===== config.mk =====
export PLATFORM = sky130hd
export DESIGN_NAME = prefix_filter_top_k_counts
export DESIGN_NICKNAME = d
export VERILOG_FILES = /design/src/hw/rtl/pftk_pkg.sv /design/src/hw/rtl/pftk_parse.sv /design/src/hw/rtl/pftk_table.sv /design/src/hw/rtl/prefix_filter_top_k_counts.sv
export SDC_FILE = /design/constraint.sdc
export NUM_CORES = 2
export LEC_CHECK = 0
export ABC_AREA = 1
export BUFFER_PORTS_ARGS = -buffer_cell sky130_fd_sc_hd__buf_2
export CAP_MARGIN = 20
export CELL_PAD_IN_SITES_DETAIL_PLACEMENT = 1
export CELL_PAD_IN_SITES_GLOBAL_PLACEMENT = 1
export CORE_ASPECT_RATIO = 0.5
export CORE_UTILIZATION = 40
export DETAILED_ROUTE_END_ITERATION = 16
export GPL_TIMING_DRIVEN = 0
export PLACE_DENSITY = 0.71
export REMOVE_ABC_BUFFERS = 1
export SYNTH_ARGS = -nofsm -noshare
export SYNTH_HDL_FRONTEND = slang
export SYNTH_SLANG_ARGS = --single-unit

===== constraint.sdc =====
create_clock -name i_clk -period 12.1 [get_ports i_clk]
set_input_delay 1.815 -clock i_clk [delete_from_list [all_inputs] [get_ports i_clk]]
set_output_delay 1.815 -clock i_clk [all_outputs]
set_load 0.1 [all_outputs]

===== src/hw/rtl/pftk_pkg.sv =====
// ----------------------------------------------------------------------------
// pftk_pkg
// Shared types and constants for the prefix filter top-K count block.
// ----------------------------------------------------------------------------
package pftk_pkg;

    localparam int TOP_ENTRIES_DEF = 10;

    localparam int HITS_W   = 31;
    localparam int LINE_W   = 32;
    localparam int BYTE_W   = 8;
    localparam int RPT_W    = 4;
    localparam int CFG_IDX_W = 1;
    localparam int CFG_DATA_W = 32;

    localparam logic [HITS_W-1:0] HITS_MAX      = {HITS_W{1'b1}};
    localparam logic [HITS_W-1:0] THRESHOLD_RST = HITS_W'(500);
    localparam logic [RPT_W-1:0]  REPORTED_RST  = RPT_W'(10);

    // register indexes
    localparam logic [CFG_IDX_W-1:0] CFG_HITS_THRESHOLD   = 1'b0;
    localparam logic [CFG_IDX_W-1:0] CFG_ENTRIES_REPORTED = 1'b1;

    // character codes
    localparam logic [BYTE_W-1:0] CH_LF    = 8'h0A;
    localparam logic [BYTE_W-1:0] CH_SP    = 8'h20;
    localparam logic [BYTE_W-1:0] CH_E     = 8'h65;
    localparam logic [BYTE_W-1:0] CH_N     = 8'h6E;
    localparam logic [BYTE_W-1:0] CH_PLUS  = 8'h2B;
    localparam logic [BYTE_W-1:0] CH_MINUS = 8'h2D;
    localparam logic [BYTE_W-1:0] CH_ZERO  = 8'h30;
    localparam logic [BYTE_W-1:0] CH_NINE  = 8'h39;
    localparam logic [BYTE_W-1:0] CH_TAB   = 8'h09;
    localparam logic [BYTE_W-1:0] CH_CR    = 8'h0D;

    typedef enum logic [2:0] {
        PF_E,
        PF_N,
        PF_SP,
        PF_OK,
        PF_SKIP
    } t_prefix;

    typedef enum logic [1:0] {
        TK_PRE_PAGE,
        TK_PAGE,
        TK_PRE_COUNT,
        TK_COUNT
    } t_token;

    typedef enum logic [1:0] {
        CS_LEAD,
        CS_BODY,
        CS_DONE
    } t_cstage;

    typedef enum logic {
        ST_PARSE,
        ST_REPORT
    } t_state;

    // line close event from the parser to the table
    typedef struct packed {
        logic              keep;
        logic [HITS_W-1:0] hits;
        logic [LINE_W-1:0] line;
    } t_line_evt;

    // report side control of the table
    typedef struct packed {
        logic pop;
        logic clear;
    } t_tbl_ctl;

endpackage


===== src/hw/rtl/pftk_parse.sv =====
// ----------------------------------------------------------------------------
// pftk_parse
// Byte parser: prefix match, token skip, atoi-style count, line numbering.
// ----------------------------------------------------------------------------
module pftk_parse (
    input  logic                          i_clk,
    input  logic                          i_rst_n,
    input  logic                          i_accept,
    input  logic [pftk_pkg::BYTE_W-1:0]   i_data_byte,
    input  logic                          i_end_of_stream,
    input  logic [pftk_pkg::HITS_W-1:0]   i_threshold,
    output pftk_pkg::t_line_evt           o_evt
);
    import pftk_pkg::*;

    t_prefix           r_pre, p_pre;
    t_token            r_tok, p_tok;
    t_cstage           r_cs, p_cs;
    logic [HITS_W-1:0] r_acc, p_acc;
    logic              r_neg, p_neg;
    logic [LINE_W-1:0] r_line, n_line;

    logic              w_cnt_byte;
    logic              w_digit;
    logic              w_ws;
    logic              w_close;
    logic [HITS_W+3:0] w_mac;
    logic [HITS_W-1:0] w_acc_sat;

    assign w_digit = (i_data_byte >= CH_ZERO) && (i_data_byte <= CH_NINE);
    assign w_ws    = (i_data_byte >= CH_TAB) && (i_data_byte <= CH_CR);

    // acc * 10 + digit, saturating
    assign w_mac = ({4'b0, r_acc} << 3) + ({4'b0, r_acc} << 1)
                 + {{(HITS_W){1'b0}}, i_data_byte[3:0]};
    assign w_acc_sat = (w_mac > {4'b0, HITS_MAX}) ? HITS_MAX : w_mac[HITS_W-1:0];

    always_comb begin
        p_pre      = r_pre;
        p_tok      = r_tok;
        p_cs       = r_cs;
        p_acc      = r_acc;
        p_neg      = r_neg;
        w_cnt_byte = 1'b0;
        if (i_data_byte != CH_LF) begin
            case (r_pre)
                PF_E:  p_pre = (i_data_byte == CH_E)  ? PF_N  : PF_SKIP;
                PF_N:  p_pre = (i_data_byte == CH_N)  ? PF_SP : PF_SKIP;
                PF_SP: p_pre = (i_data_byte == CH_SP) ? PF_OK : PF_SKIP;
                PF_OK: begin
                    case (r_tok)
                        TK_PRE_PAGE: begin
                            if (i_data_byte != CH_SP) p_tok = TK_PAGE;
                        end
                        TK_PAGE: begin
                            if (i_data_byte == CH_SP) p_tok = TK_PRE_COUNT;
                        end
                        TK_PRE_COUNT: begin
                            if (i_data_byte != CH_SP) begin
                                p_tok      = TK_COUNT;
                                w_cnt_byte = 1'b1;
                            end
                        end
                        default: begin
                            if (i_data_byte == CH_SP) begin
                                p_cs = CS_DONE;
                            end else begin
                                w_cnt_byte = 1'b1;
                            end
                        end
                    endcase
                end
                default: ;
            endcase
        end
        if (w_cnt_byte) begin
            case (r_cs)
                CS_LEAD: begin
                    if (!w_ws) begin
                        p_cs = CS_BODY;
                        if (i_data_byte == CH_MINUS) begin
                            p_neg = 1'b1;
                        end else if (i_data_byte == CH_PLUS) begin
                            p_neg = r_neg;
                        end else if (!w_digit) begin
                            p_cs = CS_DONE;
                        end else begin
                            p_acc = w_acc_sat;
                        end
                    end
                end
                CS_BODY: begin
                    if (w_digit) begin
                        p_acc = w_acc_sat;
                    end else begin
                        p_cs = CS_DONE;
                    end
                end
                default: p_cs = CS_DONE;
            endcase
        end
    end

    assign w_close = (i_data_byte == CH_LF) || i_end_of_stream;
    assign n_line  = i_end_of_stream ? '0 : r_line + LINE_W'(1);

    always_comb begin
        o_evt.keep = i_accept && w_close && (p_pre == PF_OK) && (p_tok == TK_COUNT)
                   && !p_neg && (p_acc > i_threshold);
        o_evt.hits = p_acc;
        o_evt.line = r_line;
    end

    always_ff @(posedge i_clk) begin
        if (!i_rst_n) begin
            r_pre  <= PF_E;
            r_tok  <= TK_PRE_PAGE;
            r_cs   <= CS_LEAD;
            r_acc  <= '0;
            r_neg  <= 1'b0;
            r_line <= '0;
        end else if (i_accept) begin
            if (w_close) begin
                r_pre  <= PF_E;
                r_tok  <= TK_PRE_PAGE;
                r_cs   <= CS_LEAD;
                r_acc  <= '0;
                r_neg  <= 1'b0;
                r_line <= n_line;
            end else begin
                r_pre <= p_pre;
                r_tok <= p_tok;
                r_cs  <= p_cs;
                r_acc <= p_acc;
                r_neg <= p_neg;
            end
        end
    end

endmodule


===== src/hw/rtl/pftk_table.sv =====
// ----------------------------------------------------------------------------
// pftk_table
// Sorted top-K register table: parallel insert, shift-up pop for readout.
// ----------------------------------------------------------------------------
module pftk_table #(
    parameter int TOP_ENTRIES = pftk_pkg::TOP_ENTRIES_DEF,
    parameter int FILL_W      = $clog2(TOP_ENTRIES + 1)
) (
    input  logic                          i_clk,
    input  logic                          i_rst_n,
    input  pftk_pkg::t_line_evt           i_evt,
    input  pftk_pkg::t_tbl_ctl            i_ctl,
    output logic [pftk_pkg::HITS_W-1:0]   o_head_hits,
    output logic [pftk_pkg::LINE_W-1:0]   o_head_line,
    output logic [FILL_W-1:0]             o_fill
);
    import pftk_pkg::*;

    logic [HITS_W-1:0] r_hits [TOP_ENTRIES];
    logic [LINE_W-1:0] r_lines [TOP_ENTRIES];
    logic [HITS_W-1:0] n_hits [TOP_ENTRIES];
    logic [LINE_W-1:0] n_lines [TOP_ENTRIES];
    logic [FILL_W-1:0] r_fill, n_fill;
    logic [TOP_ENTRIES-1:0] w_ge;

    // entries at or above the new count; a prefix since the table is sorted
    always_comb begin
        for (int i = 0; i < TOP_ENTRIES; i++) begin
            w_ge[i] = (FILL_W'(i) < r_fill) && (r_hits[i] >= i_evt.hits);
        end
    end

    always_comb begin
        n_fill = r_fill;
        for (int i = 0; i < TOP_ENTRIES; i++) begin
            n_hits[i]  = r_hits[i];
            n_lines[i] = r_lines[i];
        end
        if (i_ctl.clear) begin
            n_fill = '0;
        end else if (i_evt.keep && !w_ge[TOP_ENTRIES-1]) begin
            for (int i = 0; i < TOP_ENTRIES; i++) begin
                if (!w_ge[i]) begin
                    if (i == 0) begin
                        n_hits[i]  = i_evt.hits;
                        n_lines[i] = i_evt.line;
                    end else if (w_ge[i-1]) begin
                        n_hits[i]  = i_evt.hits;
                        n_lines[i] = i_evt.line;
                    end else begin
                        n_hits[i]  = r_hits[i-1];
                        n_lines[i] = r_lines[i-1];
                    end
                end
            end
            if (r_fill < FILL_W'(TOP_ENTRIES)) n_fill = r_fill + FILL_W'(1);
        end
        if (i_ctl.pop) begin
            for (int i = 0; i < TOP_ENTRIES - 1; i++) begin
                n_hits[i]  = r_hits[i+1];
                n_lines[i] = r_lines[i+1];
            end
        end
    end

    always_ff @(posedge i_clk) begin
        for (int i = 0; i < TOP_ENTRIES; i++) begin
            r_hits[i]  <= n_hits[i];
            r_lines[i] <= n_lines[i];
        end
    end

    always_ff @(posedge i_clk) begin
        if (!i_rst_n) begin
            r_fill <= '0;
        end else begin
            r_fill <= n_fill;
        end
    end

    assign o_head_hits = r_hits[0];
    assign o_head_line = r_lines[0];
    assign o_fill      = r_fill;

endmodule


===== src/hw/rtl/prefix_filter_top_k_counts.sv =====
// ----------------------------------------------------------------------------
// prefix_filter_top_k_counts
// Log line filter: parses "en " lines, keeps the top-K counts, reports at EOS.
// ----------------------------------------------------------------------------
// Throughput: one byte beat per cycle unless stalled; insert at the beat edge.
// Start: EOS beat enters report state, then first result beat is registered.
// Report: one result beat per cycle from table head, unless output is stalled;
//   input stalls for the report; max(1, min(entries_reported, fill)) beats.
// Reset: synchronous active low; parser, line number, fill, state, config reset.
// ----------------------------------------------------------------------------
module prefix_filter_top_k_counts #(
    parameter int TOP_ENTRIES = pftk_pkg::TOP_ENTRIES_DEF
) (
    input  logic                              i_clk,
    input  logic                              i_rst_n,
    input  logic                              i_in_valid,
    output logic                              o_in_stall,
    input  logic [pftk_pkg::BYTE_W-1:0]       i_data_byte,
    input  logic                              i_end_of_stream,
    output logic                              o_out_valid,
    input  logic                              i_out_stall,
    output logic [pftk_pkg::HITS_W-1:0]       o_entry_hits,
    output logic [pftk_pkg::LINE_W-1:0]       o_entry_line,
    output logic                              o_entry_valid,
    output logic                              o_last_entry,
    input  logic                              i_cfg_valid,
    output logic                              o_cfg_ready,
    input  logic [pftk_pkg::CFG_IDX_W-1:0]    i_cfg_index,
    input  logic [pftk_pkg::CFG_DATA_W-1:0]   i_cfg_data
);
    import pftk_pkg::*;

    localparam int FILL_W = $clog2(TOP_ENTRIES + 1);
    localparam int CW     = FILL_W + RPT_W;

    logic [HITS_W-1:0] r_threshold;
    logic [RPT_W-1:0]  r_reported;
    t_state            r_state, n_state;
    logic [FILL_W-1:0] r_rep_cnt;
    logic              r_out_valid;
    logic [HITS_W-1:0] r_entry_hits;
    logic [LINE_W-1:0] r_entry_line;
    logic              r_entry_valid;
    logic              r_last_entry;

    logic              w_in_accept;
    t_line_evt         w_evt;
    t_tbl_ctl          w_ctl;
    logic [HITS_W-1:0] w_head_hits;
    logic [LINE_W-1:0] w_head_line;
    logic [FILL_W-1:0] w_fill;
    logic [CW-1:0]     w_req, w_cap, w_n_wide;
    logic [FILL_W-1:0] w_n;
    logic              w_last;
    logic              w_load;

    assign o_cfg_ready = 1'b1;

    always_ff @(posedge i_clk) begin
        if (!i_rst_n) begin
            r_threshold <= THRESHOLD_RST;
            r_reported  <= REPORTED_RST;
        end else if (i_cfg_valid && o_cfg_ready) begin
            case (i_cfg_index)
                CFG_HITS_THRESHOLD:   r_threshold <= i_cfg_data[HITS_W-1:0];
                CFG_ENTRIES_REPORTED: r_reported  <= i_cfg_data[RPT_W-1:0];
                default: ;
            endcase
        end
    end

    assign w_in_accept = i_in_valid && !o_in_stall;

    pftk_parse u_parse (
        .i_clk           (i_clk),
        .i_rst_n         (i_rst_n),
        .i_accept        (w_in_accept),
        .i_data_byte     (i_data_byte),
        .i_end_of_stream (i_end_of_stream),
        .i_threshold     (r_threshold),
        .o_evt           (w_evt)
    );

    pftk_table #(
        .TOP_ENTRIES (TOP_ENTRIES),
        .FILL_W      (FILL_W)
    ) u_table (
        .i_clk       (i_clk),
        .i_rst_n     (i_rst_n),
        .i_evt       (w_evt),
        .i_ctl       (w_ctl),
        .o_head_hits (w_head_hits),
        .o_head_line (w_head_line),
        .o_fill      (w_fill)
    );

    // entries to report: register value clamped to 1..TOP, then to fill
    always_comb begin
        w_req    = (r_reported == '0) ? CW'(1) : CW'(r_reported);
        w_cap    = (w_req > CW'(TOP_ENTRIES)) ? CW'(TOP_ENTRIES) : w_req;
        w_n_wide = (w_cap > CW'(w_fill)) ? CW'(w_fill) : w_cap;
    end
    assign w_n    = w_n_wide[FILL_W-1:0];
    assign w_last = (w_n == '0) || ((r_rep_cnt + FILL_W'(1)) == w_n);

    // next state
    always_comb begin
        n_state = r_state;
        case (r_state)
            ST_PARSE:  if (w_in_accept && i_end_of_stream) n_state = ST_REPORT;
            ST_REPORT: if (w_load && w_last) n_state = ST_PARSE;
            default:   n_state = ST_PARSE;
        endcase
    end

    // state outputs
    always_comb begin
        o_in_stall = 1'b0;
        w_load     = 1'b0;
        w_ctl      = '0;
        case (r_state)
            ST_REPORT: begin
                o_in_stall = 1'b1;
                w_load     = !r_out_valid || !i_out_stall;
                w_ctl.pop  = w_load && (w_n != '0);
                w_ctl.clear = w_load && w_last;
            end
            default: ;
        endcase
    end

    always_ff @(posedge i_clk) begin
        if (!i_rst_n) begin
            r_state     <= ST_PARSE;
            r_rep_cnt   <= '0;
            r_out_valid <= 1'b0;
        end else begin
            r_state <= n_state;
            if (w_load) begin
                r_rep_cnt <= w_last ? '0 : r_rep_cnt + FILL_W'(1);
            end
            if (w_load) begin
                r_out_valid <= 1'b1;
            end else if (!i_out_stall) begin
                r_out_valid <= 1'b0;
            end
        end
    end

    always_ff @(posedge i_clk) begin
        if (w_load) begin
            r_entry_valid <= (w_n != '0);
            r_entry_hits  <= (w_n != '0) ? w_head_hits : '0;
            r_entry_line  <= (w_n != '0) ? w_head_line : '0;
            r_last_entry  <= w_last;
        end
    end

    assign o_out_valid   = r_out_valid;
    assign o_entry_hits  = r_entry_hits;
    assign o_entry_line  = r_entry_line;
    assign o_entry_valid = r_entry_valid;
    assign o_last_entry  = r_last_entry;

    a_eos_enters_report: assert property (@(posedge i_clk) disable iff (!i_rst_n)
        (w_in_accept && i_end_of_stream) |=> (r_state == ST_REPORT))
        else $error("end-of-stream beat did not start a report");

    a_last_ends_report: assert property (@(posedge i_clk) disable iff (!i_rst_n)
        (w_load && w_last) |=> ((r_state == ST_PARSE) && (w_fill == '0)))
        else $error("report did not close with an empty table");

    a_fill_bound: assert property (@(posedge i_clk) disable iff (!i_rst_n)
        (w_fill <= FILL_W'(TOP_ENTRIES)))
        else $error("table fill exceeds capacity");

    a_rep_cnt_bound: assert property (@(posedge i_clk) disable iff (!i_rst_n)
        (r_state == ST_REPORT) |-> ((r_rep_cnt < w_n) || (w_n == '0)))
        else $error("report index past the reported count");

endmodule

After elaboration in Yosys (flattened, before gate mapping) --
Memories as Yosys holds them, arrays and structs flattened. Index checks and enable logic that the tools add are counted.
Word-level totals: logic and storage cells 217, memories kept 2, latch bits 0, input port bits 47, flip-flop bits (word level) 181, memory bits (read-only) 0, memory bits (writable) 630
Operators by class: equality and inequality tests 18, shift-type cells 0, reduce and logical (&&, ||, !) cells 44, multiply operators 0, bitwise logic cells 3, multiplexer cells 100, magnitude comparators 29, $add $sub $neg 5, divide/modulo/power cells 0
Memories:
- u_table.r_lines | words 10, width 32, read ports 10, clocked after memory_dff 0, write ports 10, line pftk_table.sv:20 | logic [LINE_W-1:0] r_lines [TOP_ENTRIES];
- u_table.r_hits | words 10, width 31, read ports 10, clocked after memory_dff 0, write ports 10, line pftk_table.sv:19 | logic [HITS_W-1:0] r_hits [TOP_ENTRIES];
Operators by type and width (number):
- 31-bit 2-to-1 mux | 26
- 32-bit 2-to-1 mux | 20
- 320-bit 2-to-1 mux | 2
- 310-bit 2-to-1 mux | 2
- 31-bit greater-or-equal comparator | 10
- 288-bit 2-to-1 mux | 1
- 279-bit 2-to-1 mux | 1
- 31-bit one-hot mux with 2 select lines | 1
- 2-bit 2-to-1 mux | 18
- 34-bit by 32-bit adder with 35-bit output | 1
- 35-bit by 4-bit adder with 35-bit output | 1
- 35-bit by 31-bit greater-than comparator with 1-bit output, second input constant | 1
- 32-bit by 1-bit adder with 32-bit output, second input constant | 1
- 31-bit greater-than comparator | 1
- 8-bit by 6-bit == test with 1-bit output, second input constant | 3
- 1-bit logical AND | 23
- 8-bit by 7-bit == test with 1-bit output, second input constant | 2
- 3-bit by 4-bit less-than comparator with 1-bit output, first input constant | 4
- 4-bit 2-to-1 mux | 4
- 1-bit 2-to-1 mux | 15
- 3-bit 2-to-1 mux | 5
- 3-bit by 2-bit == test with 1-bit output, second input constant | 3
- 3-bit one-hot mux with 3 select lines | 1
- 4-bit by 1-bit adder with 4-bit output, second input constant | 2
- other kinds (31) | 51

Depth between registers and ports, before layout --
depth after elaboration 17, depth in mapped cells 40, gate-level depth less buffers 38

By module --
From an unflattened synthesis, not the netlist that was laid out.
Second synthesis, totals: cells, all modules 7557, area, all modules 55728.4 um2
By module, submodules not included:
- pftk_table | times used 1, cells an instance 5581, area each 42737.2 um2
- pftk_parse | times used 1, cells an instance 1516, area each 8650.8 um2
- prefix_filter_top_k_counts | times used 1, cells an instance 460, area each 4340.4 um2

Worst setup path after synthesis --
OpenSTA, ideal clock, no wires.
kind input to register, start input port i_data_byte[3] (netlist bit), end memory u_table.r_hits[1][0], enable pin, path slack 1143 ps, setup time 571 ps, data arrival time 10386 ps, data required time 11529 ps, stages 36, cells stage by stage inv_1 > fa_1 > inv_1 > ha_1 > nand2_1 > nand2_1 > nand3_1 > nand2_1 > nand2_1 > nand2_1 > nand2_1 > nand2_1 > nand2_1 > nand2_1 > inv_1 > nor2_4 > nand2_1 > nor2_1 > nand2_1 > nand2_1 > nand2_1 > inv_1 > ha_1 > nand2_1 > inv_1 > nand4_1 > o211ai_1 > nand3_1 > nand4_1 > nand2_1 > nand2_1 > o21ai_1 > inv_1 > clkbuf_1 > clkbuf_1 > o21ai_0
RTL lines:
- start: declaration | line prefix_filter_top_k_counts.sv:18 | input logic [pftk_pkg::BYTE_W-1:0] i_data_byte,
- end: declaration | line pftk_table.sv:19

==> results.tsv <==
stage	metric	value	unit
critical_path	CP Max Fanout	59	
critical_path	Critical Path RT	12490	ps
routing	DR vias/cell	5.80	
timing	Setup Viol. Count Final	0	
clock_network	Longest Clk Path Bufs	3	
logic_synthesis	Ys Warns	0	
routing	initial DRC count	4509	
clock_network	htree depth	3	
global_routing	number of antenna violations at the first check in global routing	8	
place	Placed Cells	7856	
die	initial core utilization	0.404	
global_routing	largest net degree at the start of global routing	136	
power_and_ir_drop	Pleak	0.0232	uW
worst_hold_path	Min-Delay Path Class	flop to flop	
timing	final hold slack	468	ps
logic_synthesis	cell taking the most area after synthesis	edfxtp_1	
worst_hold_path	Hold Path Sink	r_threshold[3]	
timing	Worst slew margin	0.207	
clock_network	post-CTS setup buffers	0	
logic_synthesis	Netlist cell types	53	
logic_synthesis	Syn Std Cell Area	50900	sq um
logic_synthesis	Synth Area in Adders	0.102	
clock_network	Hold Buf Count CTS	0	
routing	Post-Route WL	195000	microns
final_layout	share of layout cells above drive strength 1	0.0640	
final_layout	Area growth syn-to-layout	12.5	%
global_routing	number of global-route vias before repair	47468	
logic_synthesis	register area share after synthesis	0.455	
timing	Tmin final	11390	ps
logic_synthesis	most frequent cells after synthesis	nand2_1, edfxtp_1, o21ai_0	
critical_path	FF-to-FF setup slack	1860	ps
final_layout	post-route insts no fill	8017	
die	Std-Cell Rows	92	
clock_network	CTS resizes	0	
critical_path	Worst EP arrival	11780	ps
worst_hold_path	Hold Crit Depth	2	
timing	worst-case clock skew	33.1	ps
critical_path	slowest CP cell	clkinv_2	
logic_synthesis	mux cell area share after synthesis	0	
outcome	status	finished clean	
clock_network	CTS root buf	clkbuf_16	
timing	fmax	0.0878	GHz
critical_path	Setup crit start	i_data_byte[5]	
place	port bufs	112	
logic_synthesis	post-synthesis compound-gate area fraction	0.161	
place	DP Area	54600	sq um
clock_network	clk_lat worst skew	720	ps
logic_synthesis	Synth area leaders	edfxtp_1, nand2_1, ha_1, o21ai_0, a21oi_1	
timing	final-report max-slew violation count	0	
critical_path	startpoint types	input port	
timing	RSZ-0062 raised after global routing	no	
die	die width	507	microns
power_and_ir_drop	worst vdd ir	0.100	mV
routing	WL per Instance	24.4	microns
routing	vias	46500	
logic_synthesis	Synth Instances	6311	
logic_synthesis	Synth Flop Type	edfxtp_1	
final_layout	post-route cell area	57300	sq um
timing	slew at the pin closest to its max-slew limit	1180	ps
die	core footprint	126000	sq um
global_routing	first-pass GRT wire length	293000	microns
routing	Pre-antenna DRT Iters	6	
logic_synthesis	largest family of logic cells by synthesized area	simple AND/OR/NAND/NOR gates	
logic_synthesis	Synth async-reset ratio	0	
place	Placer Congestion	0.931	
die	Die H	254	microns
logic_synthesis	count leader, synth	nand2_1	
job	max-cap violation count	0	
place	estimated wirelength of the detail-placed design	137000	microns
power_and_ir_drop	Power Density	113	nW/um^2
timing	Final period util	0.941	
critical_path	kind of critical path	input port to flop	
clock_network	CTS tree	yes	
die	Die ar.	129000	sq um
worst_hold_path	worst hold start	r_threshold[3]	
final_layout	Ant. Diodes	0	
logic_synthesis	Yosys reg bits	811	
final_layout	fin nets	6715	
critical_path	Reg-to-Reg End	u_table.r_lines[7][18]	
logic_synthesis	Synth top area share	0.410	
logic_synthesis	Simple-Gate Fraction of Synth Area	0.202	
clock_network	clk sinks	811	
global_routing	total congestion overflow	0	
routing	drc violations	0	
clock_network	clock-pin slew on the worst setup and hold paths	60	ps
die	number of I/O pins	115	
power_and_ir_drop	total power	6500	uW
logic_synthesis	EDFF count, synth	695	
routing	final antenna-violating net count	0	
logic_synthesis	synthesized area per cell	8.07	sq um
critical_path	Crit Reg-Reg Startpoint	u_parse.r_acc[0]	
critical_path	Largest stage delay, worst path	880	ps
critical_path	Crit. End Element	flop	
critical_path	worst-case reg-to-reg path depth	34	
global_routing	Tot GR Track Use	0.297	
timing	final hold vios	0	
clock_network	total CTS buffers	85	
logic_synthesis	post-synthesis xor/xnor area fraction	0.00481	
[cell type report]
class / count / area (sq um)
inverters: 620 / 2360
multi-input cells: 4521 / 24100
clock inverters: 40 / 297
flip-flops and latches: 811 / 23200
fillers: 15048 / 68900
repair buffers: 217 / 2920
well taps: 1692 / 2120
clock buffers: 116 / 2320
[worst max-delay path: cells and delay by family]
family	cells	cell delay [ps]
compound gates	4	1290
buf+inv	15	4560
simple gates	13	3550
fa+ha+maj	1	360
[cell families after synthesis]
logic type / count (synthesis)
AND/OR/NAND/NOR: 2529
AO/OA/AOI/OAI: 1551
buffers and inverters: 979
flip-flops: 811
adder cells (fa/ha/maj): 412
XOR/XNOR: 28
other: 1
[routing by layer]
metal | GRT usage | wire [microns]
met1 | 0.414 | 88500
met2 | 0.472 | 86400
met3 | 0.0501 | 14800
met4 | 0.0911 | 5680
met5 | 0 | 42
[power by group]
part | switching [uW] | total [uW] | internal (uW) | leakage (uW)
combinational | 483 | 653 | 170 | 0.0145
sequential | 58.9 | 3220 | 3160 | 0.00740
clock | 1230 | 2630 | 1400 | 0.00128
[cell usage in the layout (no fill, tap or decap), drive strengths merged, types with 4 or more instances in the layout]
cell,synthesis,routed
a211oi,14,14
a21oi,487,487
a31oi,24,24
buf,96,217
clkbuf,263,116
clkinv,4,35
dfxtp,116,116
edfxtp,695,695
ha,410,410
inv,616,622
nand2,1633,1633
nand3,197,197
nand3b,5,5
nand4,83,83
nor2,494,494
nor3,54,54
nor3b,4,4
nor4,28,28
o211ai,84,84
o21a,6,6
o21ai,876,876
o21bai,6,6
o221ai,5,5
o22ai,32,32
or2,24,24
xnor2,5,5
xor2,23,23
[sequential cells by signal, indices dropped and copies added (netlist names), 31 cells and up]
name / flops
u_parse.r_acc: 31
r_threshold: 31
o_entry_hits: 31
u_table.r_lines: 320
u_parse.r_line: 32
u_table.r_hits: 310
o_entry_line: 32
[metrics by stage]
step	setup TNS (ps)	worst slack, ps	util
after floorplan	-4357120	-6560	-
after global placement	-	-29920	0.413
after detailed placement	-206	-16.0	0.433
after CTS	0	581	0.453
after global routing	0	414	0.454
final	0	715	0.454
[worst max-delay path by stage]
stage	endpoint	depth (start not counted)
6_report	u_table.r_lines[7][18]	33
4_1_cts	u_table.r_lines[7][16]	32
5_1_grt	u_table.r_lines[7][18]	33
3_3_place_gp	u_table.r_hits[1][28]	12
3_5_place_dp	u_table.r_lines[7][1]	32
2_1_floorplan	u_table.r_hits[0][0]	5
(Power assumes the default switching activity.)
